==> src/rtl/bcfi_pkg.sv <==
// shared constants and types for the bitcell to flux interval converter
package bcfi_pkg;

    localparam int CELL_W        = 8;
    localparam int POS_W         = 3;
    localparam int ACC_W         = 32;
    localparam int BIT_TIME_W    = 20;
    localparam int PADDR_W       = 2;
    localparam int PDATA_W       = 32;
    localparam int QUEUE_DEPTH   = 2;
    localparam int QUEUE_AW      = 1;
    localparam int QUEUE_CW      = 2;

    localparam logic [BIT_TIME_W-1:0] BIT_TIME_RESET = 20'd4000;
    localparam logic [PADDR_W-1:0]    ADDR_BIT_TIME  = 2'd0;

    // one queued byte with its classification
    typedef struct packed {
        logic [CELL_W-1:0] cell_byte;
        logic              track_end;
        logic [CELL_W-1:0] later_set;   // bit p: a transition lies below position p
    } q_item_t;

    typedef struct packed {
        logic    valid;
        q_item_t item;
    } head_t;

endpackage

==> src/rtl/bcfi_in_if.sv <==
// input channel: one byte of bitcells per item
interface bcfi_in_if;
    import bcfi_pkg::*;

    logic              valid;
    logic              ready;
    logic [CELL_W-1:0] cell_byte;
    logic              track_end;

    modport source (output valid, output cell_byte, output track_end, input ready);
    modport sink   (input valid, input cell_byte, input track_end, output ready);
endinterface

==> src/rtl/bcfi_out_if.sv <==
// output channel: one flux interval per item
interface bcfi_out_if;
    import bcfi_pkg::*;

    logic             valid;
    logic             ready;
    logic [ACC_W-1:0] interval_ns;
    logic             run_last;
    logic             track_last;

    modport source (output valid, output interval_ns, output run_last, output track_last,
                    input ready);
    modport sink   (input valid, input interval_ns, input run_last, input track_last,
                    output ready);
endinterface

==> src/rtl/bcfi_front.sv <==
// front end: accepts bytes, classifies transitions and queues them
module bcfi_front (
    input  logic           clk,
    input  logic           rst_n,
    bcfi_in_if.sink        cell_in,
    output bcfi_pkg::head_t head,
    input  logic           pop
);
    import bcfi_pkg::*;

    q_item_t               entry_reg [QUEUE_DEPTH];
    logic [QUEUE_AW-1:0]   wr_ptr_reg;
    logic [QUEUE_AW-1:0]   wr_ptr_next;
    logic [QUEUE_AW-1:0]   rd_ptr_reg;
    logic [QUEUE_AW-1:0]   rd_ptr_next;
    logic [QUEUE_CW-1:0]   count_reg;
    logic [QUEUE_CW-1:0]   count_next;
    logic [CELL_W-1:0]     later_set;
    logic                  push;

    // running or from the lsb up
    always_comb
    begin
        later_set    = '0;
        for (int p = 1; p < CELL_W; p++)
        begin
            later_set[p] = later_set[p-1] | cell_in.cell_byte[p-1];
        end
    end

    assign cell_in.ready = (count_reg != QUEUE_CW'(QUEUE_DEPTH));
    assign push          = cell_in.valid && cell_in.ready;

    assign head.valid    = (count_reg != '0);
    assign head.item     = entry_reg[rd_ptr_reg];

    always_comb
    begin
        wr_ptr_next = push ? wr_ptr_reg + QUEUE_AW'(1) : wr_ptr_reg;
        rd_ptr_next = pop  ? rd_ptr_reg + QUEUE_AW'(1) : rd_ptr_reg;
        unique case ({push, pop})
            2'b10:   count_next = count_reg + QUEUE_CW'(1);
            2'b01:   count_next = count_reg - QUEUE_CW'(1);
            default: count_next = count_reg;
        endcase
    end

    always_ff @(posedge clk or negedge rst_n)
    begin
        if (!rst_n)
        begin
            wr_ptr_reg <= '0;
            rd_ptr_reg <= '0;
            count_reg  <= '0;
        end
        else
        begin
            wr_ptr_reg <= wr_ptr_next;
            rd_ptr_reg <= rd_ptr_next;
            count_reg  <= count_next;
        end
    end

    always_ff @(posedge clk)
    begin
        if (push)
        begin
            entry_reg[wr_ptr_reg] <= '{cell_byte: cell_in.cell_byte,
                                       track_end: cell_in.track_end,
                                       later_set: later_set};
        end
    end

endmodule

==> src/rtl/bcfi_back.sv <==
// back end: walks bitcells one per cycle while a byte is queued and the output is free, and emits held intervals
module bcfi_back (
    input  logic                               clk,
    input  logic                               rst_n,
    input  bcfi_pkg::head_t                    head,
    output logic                               pop,
    input  logic [bcfi_pkg::BIT_TIME_W-1:0]    bit_time,
    bcfi_out_if.source                         interval_out
);
    import bcfi_pkg::*;

    logic [ACC_W-1:0] acc_reg;
    logic [ACC_W-1:0] acc_next;
    logic [ACC_W-1:0] held_reg;
    logic [ACC_W-1:0] held_next;
    logic             held_valid_reg;
    logic             held_valid_next;
    logic [POS_W-1:0] pos_reg;
    logic [POS_W-1:0] pos_next;
    logic             flush_reg;
    logic             flush_next;
    logic             out_valid_reg;
    logic             out_valid_next;
    logic [ACC_W-1:0] out_interval_reg;
    logic [ACC_W-1:0] out_interval_next;
    logic             out_run_last_reg;
    logic             out_run_last_next;
    logic             out_track_last_reg;
    logic             out_track_last_next;
    logic             load_out;

    logic             out_free;
    logic             active;
    logic             bit_now;
    logic [ACC_W:0]   acc_sum;
    logic [ACC_W-1:0] acc_sat;
    logic [ACC_W:0]   tail_sum;
    logic [ACC_W-1:0] tail_sat;

    assign out_free = !out_valid_reg || interval_out.ready;
    assign active   = head.valid && out_free;
    assign bit_now  = head.item.cell_byte[pos_reg];

    assign acc_sum  = {1'b0, acc_reg} + {{(ACC_W + 1 - BIT_TIME_W){1'b0}}, bit_time};
    assign acc_sat  = acc_sum[ACC_W] ? {ACC_W{1'b1}} : acc_sum[ACC_W-1:0];
    assign tail_sum = {1'b0, held_reg} + {1'b0, acc_reg};
    assign tail_sat = tail_sum[ACC_W] ? {ACC_W{1'b1}} : tail_sum[ACC_W-1:0];

    always_comb
    begin
        acc_next            = acc_reg;
        held_next           = held_reg;
        held_valid_next     = held_valid_reg;
        pos_next            = pos_reg;
        flush_next          = flush_reg;
        out_valid_next      = out_valid_reg && !interval_out.ready;
        out_interval_next   = out_interval_reg;
        out_run_last_next   = out_run_last_reg;
        out_track_last_next = out_track_last_reg;
        load_out            = 1'b0;
        pop                 = 1'b0;

        if (active)
        begin
            if (!flush_reg)
            begin
                if (bit_now)
                begin
                    if (held_valid_reg)
                    begin
                        load_out            = 1'b1;
                        out_interval_next   = held_reg;
                        out_run_last_next   = !head.item.later_set[pos_reg]
                                              && !head.item.track_end;
                        out_track_last_next = 1'b0;
                    end
                    held_next       = acc_sat;
                    held_valid_next = 1'b1;
                    acc_next        = '0;
                end
                else
                begin
                    acc_next = acc_sat;
                end
                // position wraps back to the msb after the lsb
                pos_next = pos_reg - POS_W'(1);
                if (pos_reg == '0)
                begin
                    if (head.item.track_end)
                    begin
                        flush_next = 1'b1;
                    end
                    else
                    begin
                        pop = 1'b1;
                    end
                end
            end
            else
            begin
                if (held_valid_reg)
                begin
                    load_out            = 1'b1;
                    out_interval_next   = tail_sat;
                    out_run_last_next   = 1'b1;
                    out_track_last_next = 1'b1;
                end
                acc_next        = '0;
                held_next       = '0;
                held_valid_next = 1'b0;
                flush_next      = 1'b0;
                pop             = 1'b1;
            end
        end

        if (load_out)
        begin
            out_valid_next = 1'b1;
        end
    end

    always_ff @(posedge clk or negedge rst_n)
    begin
        if (!rst_n)
        begin
            acc_reg        <= '0;
            held_reg       <= '0;
            held_valid_reg <= 1'b0;
            pos_reg        <= POS_W'(CELL_W - 1);
            flush_reg      <= 1'b0;
            out_valid_reg  <= 1'b0;
        end
        else
        begin
            acc_reg        <= acc_next;
            held_reg       <= held_next;
            held_valid_reg <= held_valid_next;
            pos_reg        <= pos_next;
            flush_reg      <= flush_next;
            out_valid_reg  <= out_valid_next;
        end
    end

    always_ff @(posedge clk)
    begin
        out_interval_reg   <= out_interval_next;
        out_run_last_reg   <= out_run_last_next;
        out_track_last_reg <= out_track_last_next;
    end

    assign interval_out.valid       = out_valid_reg;
    assign interval_out.interval_ns = out_interval_reg;
    assign interval_out.run_last    = out_run_last_reg;
    assign interval_out.track_last  = out_track_last_reg;

endmodule

==> src/rtl/bitcell_to_flux_intervals.sv <==
// top level of the bitcell to flux interval converter
//
// channel       dir  handshake      payload
// cell_in       in   valid/ready    cell_byte[7:0], track_end
// interval_out  out  valid/ready    interval_ns[31:0], run_last, track_last
// apb           in   psel/penable   bit time[19:0] at byte address 0
//
// the back end walks a byte one bitcell per cycle through the saturating adder while
// the output is free, and takes one extra flush step when track_end is set
// a two entry queue takes the next byte while the current one is walked
// reset clears the queue, accumulator, held interval and output valid flag;
// the bit time returns to 4000
// an output stall freezes the bit sequencer until the item is taken
module bitcell_to_flux_intervals (
    input  logic                            clk,
    input  logic                            rst_n,
    input  logic                            psel,
    input  logic                            penable,
    input  logic                            pwrite,
    input  logic [bcfi_pkg::PADDR_W-1:0]    paddr,
    input  logic [bcfi_pkg::PDATA_W-1:0]    pwdata,
    output logic [bcfi_pkg::PDATA_W-1:0]    prdata,
    output logic                            pready,
    bcfi_in_if.sink                         cell_in,
    bcfi_out_if.source                      interval_out
);
    import bcfi_pkg::*;

    logic [BIT_TIME_W-1:0] bit_time_reg;
    logic [BIT_TIME_W-1:0] bit_time_next;
    head_t                 head;
    logic                  pop;

    // single register at byte address 0; other addresses ignore writes and read zero
    assign pready = 1'b1;

    always_comb
    begin
        bit_time_next = bit_time_reg;
        if (psel && penable && pwrite && (paddr == ADDR_BIT_TIME))
        begin
            bit_time_next = pwdata[BIT_TIME_W-1:0];
        end
    end

    assign prdata = (paddr == ADDR_BIT_TIME) ? PDATA_W'(bit_time_reg) : '0;

    always_ff @(posedge clk or negedge rst_n)
    begin
        if (!rst_n)
        begin
            bit_time_reg <= BIT_TIME_RESET;
        end
        else
        begin
            bit_time_reg <= bit_time_next;
        end
    end

    // front: accept and classify, queue ahead of the sequencer
    bcfi_front u_front (
        .clk     (clk),
        .rst_n   (rst_n),
        .cell_in (cell_in),
        .head    (head),
        .pop     (pop)
    );

    // back: bit sequencer, held interval and output register
    bcfi_back u_back (
        .clk          (clk),
        .rst_n        (rst_n),
        .head         (head),
        .pop          (pop),
        .bit_time     (bit_time_reg),
        .interval_out (interval_out)
    );

endmodule

==> src/flat_wrapper.sv <==
// flat-port wrapper written by rule: the top's interface ports become plain ports
module bitcell_to_flux_intervals_flat import bcfi_pkg::*;
  (clk, rst_n, psel, penable, pwrite, paddr, pwdata, prdata, pready, cell_in_valid, cell_in_cell_byte, cell_in_track_end, cell_in_ready, interval_out_valid, interval_out_interval_ns, interval_out_run_last, interval_out_track_last, interval_out_ready);
  bcfi_in_if cell_in_i ();
  bcfi_out_if interval_out_i ();
  input  logic clk;
  input  logic rst_n;
  input  logic psel;
  input  logic penable;
  input  logic pwrite;
  input  logic [bcfi_pkg::PADDR_W-1:0] paddr;
  input  logic [bcfi_pkg::PDATA_W-1:0] pwdata;
  output logic [bcfi_pkg::PDATA_W-1:0] prdata;
  output logic pready;
  input wire logic [$bits(cell_in_i.valid)-1:0] cell_in_valid;
  input wire logic [$bits(cell_in_i.cell_byte)-1:0] cell_in_cell_byte;
  input wire logic [$bits(cell_in_i.track_end)-1:0] cell_in_track_end;
  output wire logic [$bits(cell_in_i.ready)-1:0] cell_in_ready;
  output wire logic [$bits(interval_out_i.valid)-1:0] interval_out_valid;
  output wire logic [$bits(interval_out_i.interval_ns)-1:0] interval_out_interval_ns;
  output wire logic [$bits(interval_out_i.run_last)-1:0] interval_out_run_last;
  output wire logic [$bits(interval_out_i.track_last)-1:0] interval_out_track_last;
  input wire logic [$bits(interval_out_i.ready)-1:0] interval_out_ready;
  assign cell_in_i.valid = cell_in_valid;
  assign cell_in_i.cell_byte = cell_in_cell_byte;
  assign cell_in_i.track_end = cell_in_track_end;
  assign cell_in_ready = cell_in_i.ready;
  assign interval_out_valid = interval_out_i.valid;
  assign interval_out_interval_ns = interval_out_i.interval_ns;
  assign interval_out_run_last = interval_out_i.run_last;
  assign interval_out_track_last = interval_out_i.track_last;
  assign interval_out_i.ready = interval_out_ready;
  bitcell_to_flux_intervals u_core (.clk(clk), .rst_n(rst_n), .psel(psel), .penable(penable), .pwrite(pwrite), .paddr(paddr), .pwdata(pwdata), .prdata(prdata), .pready(pready), .cell_in(cell_in_i), .interval_out(interval_out_i));
endmodule
==> config.mk <==
export PLATFORM = sky130hd
export DESIGN_NAME = bitcell_to_flux_intervals_flat
export DESIGN_NICKNAME = d
export VERILOG_FILES = /design/src/rtl/bcfi_pkg.sv /design/src/rtl/bcfi_in_if.sv /design/src/rtl/bcfi_out_if.sv /design/src/rtl/bcfi_front.sv /design/src/rtl/bcfi_back.sv /design/src/rtl/bitcell_to_flux_intervals.sv /design/src/flat_wrapper.sv
export SDC_FILE = /design/constraint.sdc
export NUM_CORES = 1
export LEC_CHECK = 0
export BUFFER_PORTS_ARGS = -buffer_cell sky130_fd_sc_hd__buf_2
export CAP_MARGIN = 0
export CORE_MARGIN = 2
export CORE_UTILIZATION = 59
export CTS_CLUSTER_SIZE = 12
export DETAILED_ROUTE_END_ITERATION = 6
export PLACE_DENSITY = 0.92
export SYNTH_ARGS = -nofsm -noshare
export SYNTH_HDL_FRONTEND = slang
export SYNTH_SLANG_ARGS = --single-unit
==> constraint.sdc <==
create_clock -name clk -period 4.5 [get_ports clk]
set_input_delay 0.225 -clock clk [delete_from_list [all_inputs] [get_ports clk]]
set_output_delay 0.225 -clock clk [all_outputs]
set_load 0.02 [all_outputs]
Word-level counts from Yosys, hierarchy flattened --
Memory sizes are Yosys's and may differ from the RTL's. Cells that the tools add are included.
Storage, ports and cells: flip-flop bits (word level) 128, memory bits (writable) 32, input bits 50, memories 1
Operators by class: $add $sub $neg 7, order comparisons 1, equality and inequality tests 5, muxes and demuxes 39, bitwise logic cells 7, reduce and logical (&&, ||, !) cells 20
Memories:
- u_core.u_front.entry_reg | depth 2, width 16, read ports 1, clocked after Yosys merged registers in 0, write ports 1, RTL line bcfi_front.sv:11 | q_item_t entry_reg [QUEUE_DEPTH];
Operators with widths (number):
- 2-to-1 mux 32 bit | 10
- adder 32 x 20 -> 33 bit | 1
- adder 32 x 32 -> 33 bit | 1
- 2-to-1 mux 1 bit | 25
- 2-to-1 mux 20 bit | 1
- logical AND 1 bit | 7
- binary-select mux 1 bit (select 3 bit) | 2
- inequality test 2 bit, second input constant | 3
- OR 1 bit | 6
- nonzero test 2 bit | 3
- zero test 1 bit | 4
- less-than comparator 3 x 4 -> 1 bit, second input constant | 1
- case mux 2 bit (2 select lines) | 1
- AND reduction 2 bit | 2
- AND reduction 4 bit | 1
- zero test 3 bit | 1
- subtractor 3 x 1 -> 3 bit, second input constant | 1
- adder 1 bit, second input constant | 2
- adder 2 x 1 -> 2 bit, second input constant | 1
- == test 2 x 1 -> 1 bit, second input constant | 1
- == test 2 bit, second input constant | 1
- zero test 2 bit | 1
- subtractor 2 x 1 -> 2 bit, second input constant | 1
- logical OR 1 bit | 1
- NOT 1 bit | 1

Logic depth before layout (Yosys ltp) --
An unclocked memory read counts as a cell.
depth after elaboration 8, gate-level depth with buffers 12, mapped depth without buffers 10

By module --
A second synthesis with hierarchy kept.
Second synthesis, totals: cells, all modules 909, area, all modules 9526.6 sq um
Modules (own cells, without submodules):
- bcfi_back | instances 1, cells an instance 756, area each 7091.8 sq um, sequential area each 2776.4 sq um
- bcfi_front | instances 1, cells an instance 72, area each 1331.3 sq um, sequential area each 1001.0 sq um
- bitcell_to_flux_intervals | instances 1, cells an instance 81, area each 1103.6 sq um, sequential area each 508.0 sq um

Worst setup path after synthesis --
No wires, ideal clock.
path kind register to register, from register u_core.u_back.pos_reg[0], to register u_core.u_back.out_interval_reg[0], in the netlist u_core.u_back.interval_out.interval_ns[0], enable pin, setup time 0.426 ns, arrival time 3.125 ns, slack 0.950 ns, cell stages (with the launch flop) 9, buffers on the path 3, clock period less this slack 3.550 ns, cell sequence dfstp_2 clkbuf_1 mux4_2 mux4_2 or3_1 buf_6 nand2_8 buf_6 nor2_1
On the way: word-level cells in the longest chain between the ends 4, elaborated cells between the ends (all ways) 5, classes of those cells eq/ne (1); mux (2); reduce/logical (2)
Ends and longest elaborated chain:
- from (decl) | RTL line bcfi_back.sv:18 | logic [POS_W-1:0] pos_reg;
- from (signal assigned) | RTL line bcfi_back.sv:129 | pos_reg <= POS_W'(CELL_W - 1);
- from (signal assigned) | RTL line bcfi_back.sv:138 | pos_reg <= pos_next;
- binary-select mux 1 bit (select 3 bit) * | RTL line bcfi_back.sv:42 | assign bit_now = head.item.cell_byte[pos_reg];
- 2-to-1 mux 1 bit (not written as such) * | RTL line bcfi_back.sv:42
- inequality test 2 bit (no source line) / nonzero test 2 bit (equally long branches)
- AND reduction 4 bit (no source line) *
- to (signal assigned) | RTL line bcfi_back.sv:146 | out_interval_reg <= out_interval_next;
- to (decl) | RTL line bcfi_back.sv:24 | logic [ACC_W-1:0] out_interval_reg;
Every way passes the cells marked *; elsewhere a longest branch is shown, timed or not. The select of a mux whose other input is x is not followed. A chain may end at the register's enable or synchronous reset.

Worst setup path in the final report --
from register u_core.u_back.acc_reg[0], to register u_core.u_back.out_interval_reg[23], in the netlist u_core.u_back.interval_out.interval_ns[23] (data pin)
On the way: word-level cells in the longest chain between the ends 4
Ends and longest elaborated chain:
- from (decl) | RTL line bcfi_back.sv:12 | logic [ACC_W-1:0] acc_reg;
- from (signal assigned) | RTL line bcfi_back.sv:135 | acc_reg <= acc_next;
- adder 32 x 32 -> 33 bit | RTL line bcfi_back.sv:46 | assign tail_sum = {1'b0, held_reg} + {1'b0, acc_reg};
- 2-to-1 mux 32 bit | RTL line bcfi_back.sv:47 | assign tail_sat = tail_sum[ACC_W] ? {ACC_W{1'b1}} : tail_sum[ACC_W-1:0];
- 2-to-1 mux 32 bit | RTL line bcfi_back.sv:101 | if (held_valid_reg)
- 2-to-1 mux 32 bit | RTL line bcfi_back.sv:65 | if (!flush_reg)
Every way passes these cells. The select of a mux whose other input is x is not followed.

==> summary.txt <==
Outcome
  – Status: finished, final reports clean

Setup path
  – CP max FO: 30
  – Crit path DAT: 3.94 ns
  – Critical Path End Type: flop
  – CP startpoint kind: flop
  – CP Data Required Time: 4.67 ns
  – Critical path class: flop to flop

Synth
  – Ys async rst share: between 50% and 60%
  – Seq cells post-synth: between 150 and 200
  – Sequential fraction of the synthesis area: 44.4%
  – Syn Area/Cell: 10.2 sq um
  – Synth warn: 0
  – EDFF count, synth: 64
  – Largest area contributor in the netlist: dfrtp_1
  – Cell variety after synth: 79
  – Cell with the most instances after synthesis: dfrtp_1
  – Mapped Area: between 9000 and 10000 sq um
  – Top cells by count, synth: dfrtp_1 (85), a21oi_1 (72), nand2_1 (70), nor2_1 (70), o21ai_0 (67)
  – Synth area leaders: dfrtp_1 (22%), edfxtp_1 (20%), ha_1 (7.1%), a21oi_1 (3.7%), o21ai_0 (3.5%)
  – Synth top area share: between 20% and 30%
  – Syn Inst Count: between 900 and 1000
  – Top_reg_cell synth: dfrtp_1

Drt
  – Drt pass-1 iters: 6
  – Drt total wl: 22500 um
  – Post-route DRC: 0
  – WL/cell: between 15 and 20 um
  – Detail Route Antenna Nets: 0
  – Vias per std cell: around 6.2
  – DR iter-0 viols: 859
  – Top Metal Used: met4
  – DRT met1 WL: 10200 um
  – Vias: slightly below 8000
  – Met3 wire length: between 1500 and 2000 um
  – Wire length on met2: 10000 um

Global routing
  – Pin count of the biggest net entering global routing: 62
  – First-pass GRT wire length: 37300 um
  – Vias in the first global route: 7417
  – Initial antenna violation count: 0
  – Gr ovfl total: 0
  – Total GRT Usage: about a quarter

Clock network
  – Worst-path clk slew: 0.06 ns
  – CTS tree: yes
  – Total CTS buffers: 17
  – Clock root buffer: clkbuf_16
  – Worst skew pair latency: around 0.43 ns
  – H-tree depth: 4
  – Clk buf depth: 2
  – Clk sinks: about 160
  – Post-CTS setup buffer count: 0

Timing
  – Max-slew violation count: 0
  – Period minus WS final: 3.76 ns
  – Worst Tran Pin Value: between 0.9 and 1 ns
  – Final setup viols: 0
  – FMAX: approximately 270 MHz
  – RSZ-0062 raised after global routing: false
  – Setup TNS: 0 ns
  – Relative slew slack: between 30% and 40%
  – Hold Fails Final Rpt: 0
  – Fin crit share: a little over four fifths
  – Hold WS: between 0.02 and 0.025 ns
  – Worst Clk Skew: 0.0100 ns

Die
  – Rows: 46
  – Initial Utilization: 60.5%
  – Die span in x: about 130 um
  – Die Area: approximately 17000 sq um
  – Die Height: 132 um
  – Core area: ~16000 sq um
  – I/O pin count: approximately 120

Job
  – Max Cap Viol: 0

Placement
  – RD Place Congestion: 0.963
  – Cells after DPL: between 1000 and 1500
  – HPWL Detailed: ~16000 um
  – I/O Buffers: 93

Layout
  – Non-filler cells, final: around 1300
  – Final Net Count: between 1000 and 1500
  – Fillers: approximately 1200
  – FF/Latch Area: roughly 4300 sq um
  – Multi-input logic area: 4990 sq um
  – Area growth, synth to finish: 12.0%
  – Core Util, Final: slightly below 70%
  – Diode count: 0
  – Layout cell share with drive strength beyond 1: 17.8%

Pwr
  – P_leak: between 4 and 5 nW
  – PD cells: 656 nW/um^2
  – Worst vdd rail ir drop: around 0.37 mV

Worst hold path
  – Min-Delay Path Class: input port to flop
through the flow:
step	total power [mW]	worst slack [ns]	instance area, sq um
2_1_floorplan	4.93	0.950	9690
3_3_place_gp	5.58	0.882	10200
3_5_place_dp	5.72	0.799	10200
4_1_cts	7.08	0.786	10800
5_1_grt	7.54	0.511	10800
6_report	7.09	0.735	10800
report_power, final:
group / switching [mW] / leakage [nW] / total, mW / internal [mW]
clock: 0.594 / 0.263 / 1.31 / 0.712
combinational: 2.12 / 2.67 / 3.36 / 1.24
sequential: 0.332 / 1.80 / 2.42 / 2.09
worst paths after layout:
check	from	endpoint	slack [ns]	depth (start not counted)
setup / recovery	u_core.u_back.acc_reg[0]	u_core.u_back.interval_out.interval_ns[23]	0.74	10
hold / removal	pwdata[0]	u_core.bit_time_reg[0]	0.02	2
setup reg to reg	u_core.u_back.acc_reg[0]	u_core.u_back.interval_out.interval_ns[23]	0.74	10
hold reg to reg	u_core.u_front.wr_ptr_reg	u_core.u_front.wr_ptr_reg	0.51	1
max in group asynchronous	rst_n	u_core.u_front.count_reg[0]	3.09	3
min in group asynchronous	rst_n	u_core.bit_time_reg[2]	0.28	2
metal layers:
layer	up-vias	global-route usage, %
li1	3692	-
met1	3735	38.0
met2	380	40.8
met3	50	4.50
met4	0	9.18
met5	-	0
layout by cell type (no fill, tap or decap), types with 6 or more instances in the layout:
| cell | Yosys | routed |
|---|---|---|
| edfxtp_1 | 64 | 64 |
| buf_4 | 13 | 10 |
| xor2_1 | 17 | 17 |
| nor2_1 | 70 | 69 |
| nand4_1 | 11 | 11 |
| ha_1 | 55 | 55 |
| buf_2 | 5 | 92 |
| inv_1 | 31 | 31 |
| o21ai_1 | 10 | 10 |
| dlygate4sd3_1 | 0 | 7 |
| or3_1 | 8 | 8 |
| a21o_1 | 25 | 25 |
| o21bai_1 | 8 | 8 |
| or2_2 | 6 | 6 |
| conb_1 | 2 | 13 |
| dfstp_2 | 9 | 9 |
| o21a_1 | 7 | 7 |
| and3_1 | 11 | 11 |
| clkbuf_16 | 0 | 17 |
| o2bb2ai_1 | 7 | 7 |
| nand2_1 | 70 | 70 |
| nor3_1 | 16 | 16 |
| a211oi_1 | 6 | 6 |
| xnor2_1 | 29 | 29 |
| nand2b_1 | 8 | 8 |
| and2_1 | 25 | 25 |
| a31oi_1 | 10 | 10 |
| mux2_2 | 23 | 23 |
| o21ai_0 | 67 | 66 |
| a21oi_1 | 72 | 72 |
| nand3_1 | 21 | 21 |
| o22a_1 | 27 | 27 |
| dfrtp_1 | 85 | 85 |
| a22o_1 | 7 | 7 |
layout make-up:
class | count | share of cell area, %
Sequential cell | 158 | 39.7
Timing Repair Buffer | 109 | 5.60
Inverter | 31 | 1.08
Clock buffer | 18 | 3.97
Tap cell | 216 | 2.50
Clock inverter | 14 | 1.01
Multi-Input combinational cell | 716 | 46.2
worst max-delay path: stages, from the launching register on:
cell and delay (ns):
dfrtp_1 0.42, ha_1 0.25, fa_1 0.42, a211oi_1 0.33, o21ai_0 0.22, a21oi_1 0.27, o211ai_1 0.17, nand4_1 0.20
a32oi_1 0.16, a21o_1 0.56, o32a_1 0.50
what timing repair did:
action / in CTS / in global routing
hold buffers: 7 / 0
endpoints found under the hold margin: 39 / 0
gates resized for setup: 0 / 0
kinds of logic after synthesis:
| kind of cell | after synthesis | synth area share (%) |
|---|---|---|
| xor+xnor | 46 | 4.18 |
| mux | 36 | 5.40 |
| buf+inv | 83 | 4.40 |
| compound gates | 295 | 20.2 |
| simple gates | 269 | 13.8 |
| flops | 158 | 44.4 |
| fa+ha+maj | 57 | 7.55 |
| other cells | 2 | 0.0778 |
(Power assumes the default switching activity.)
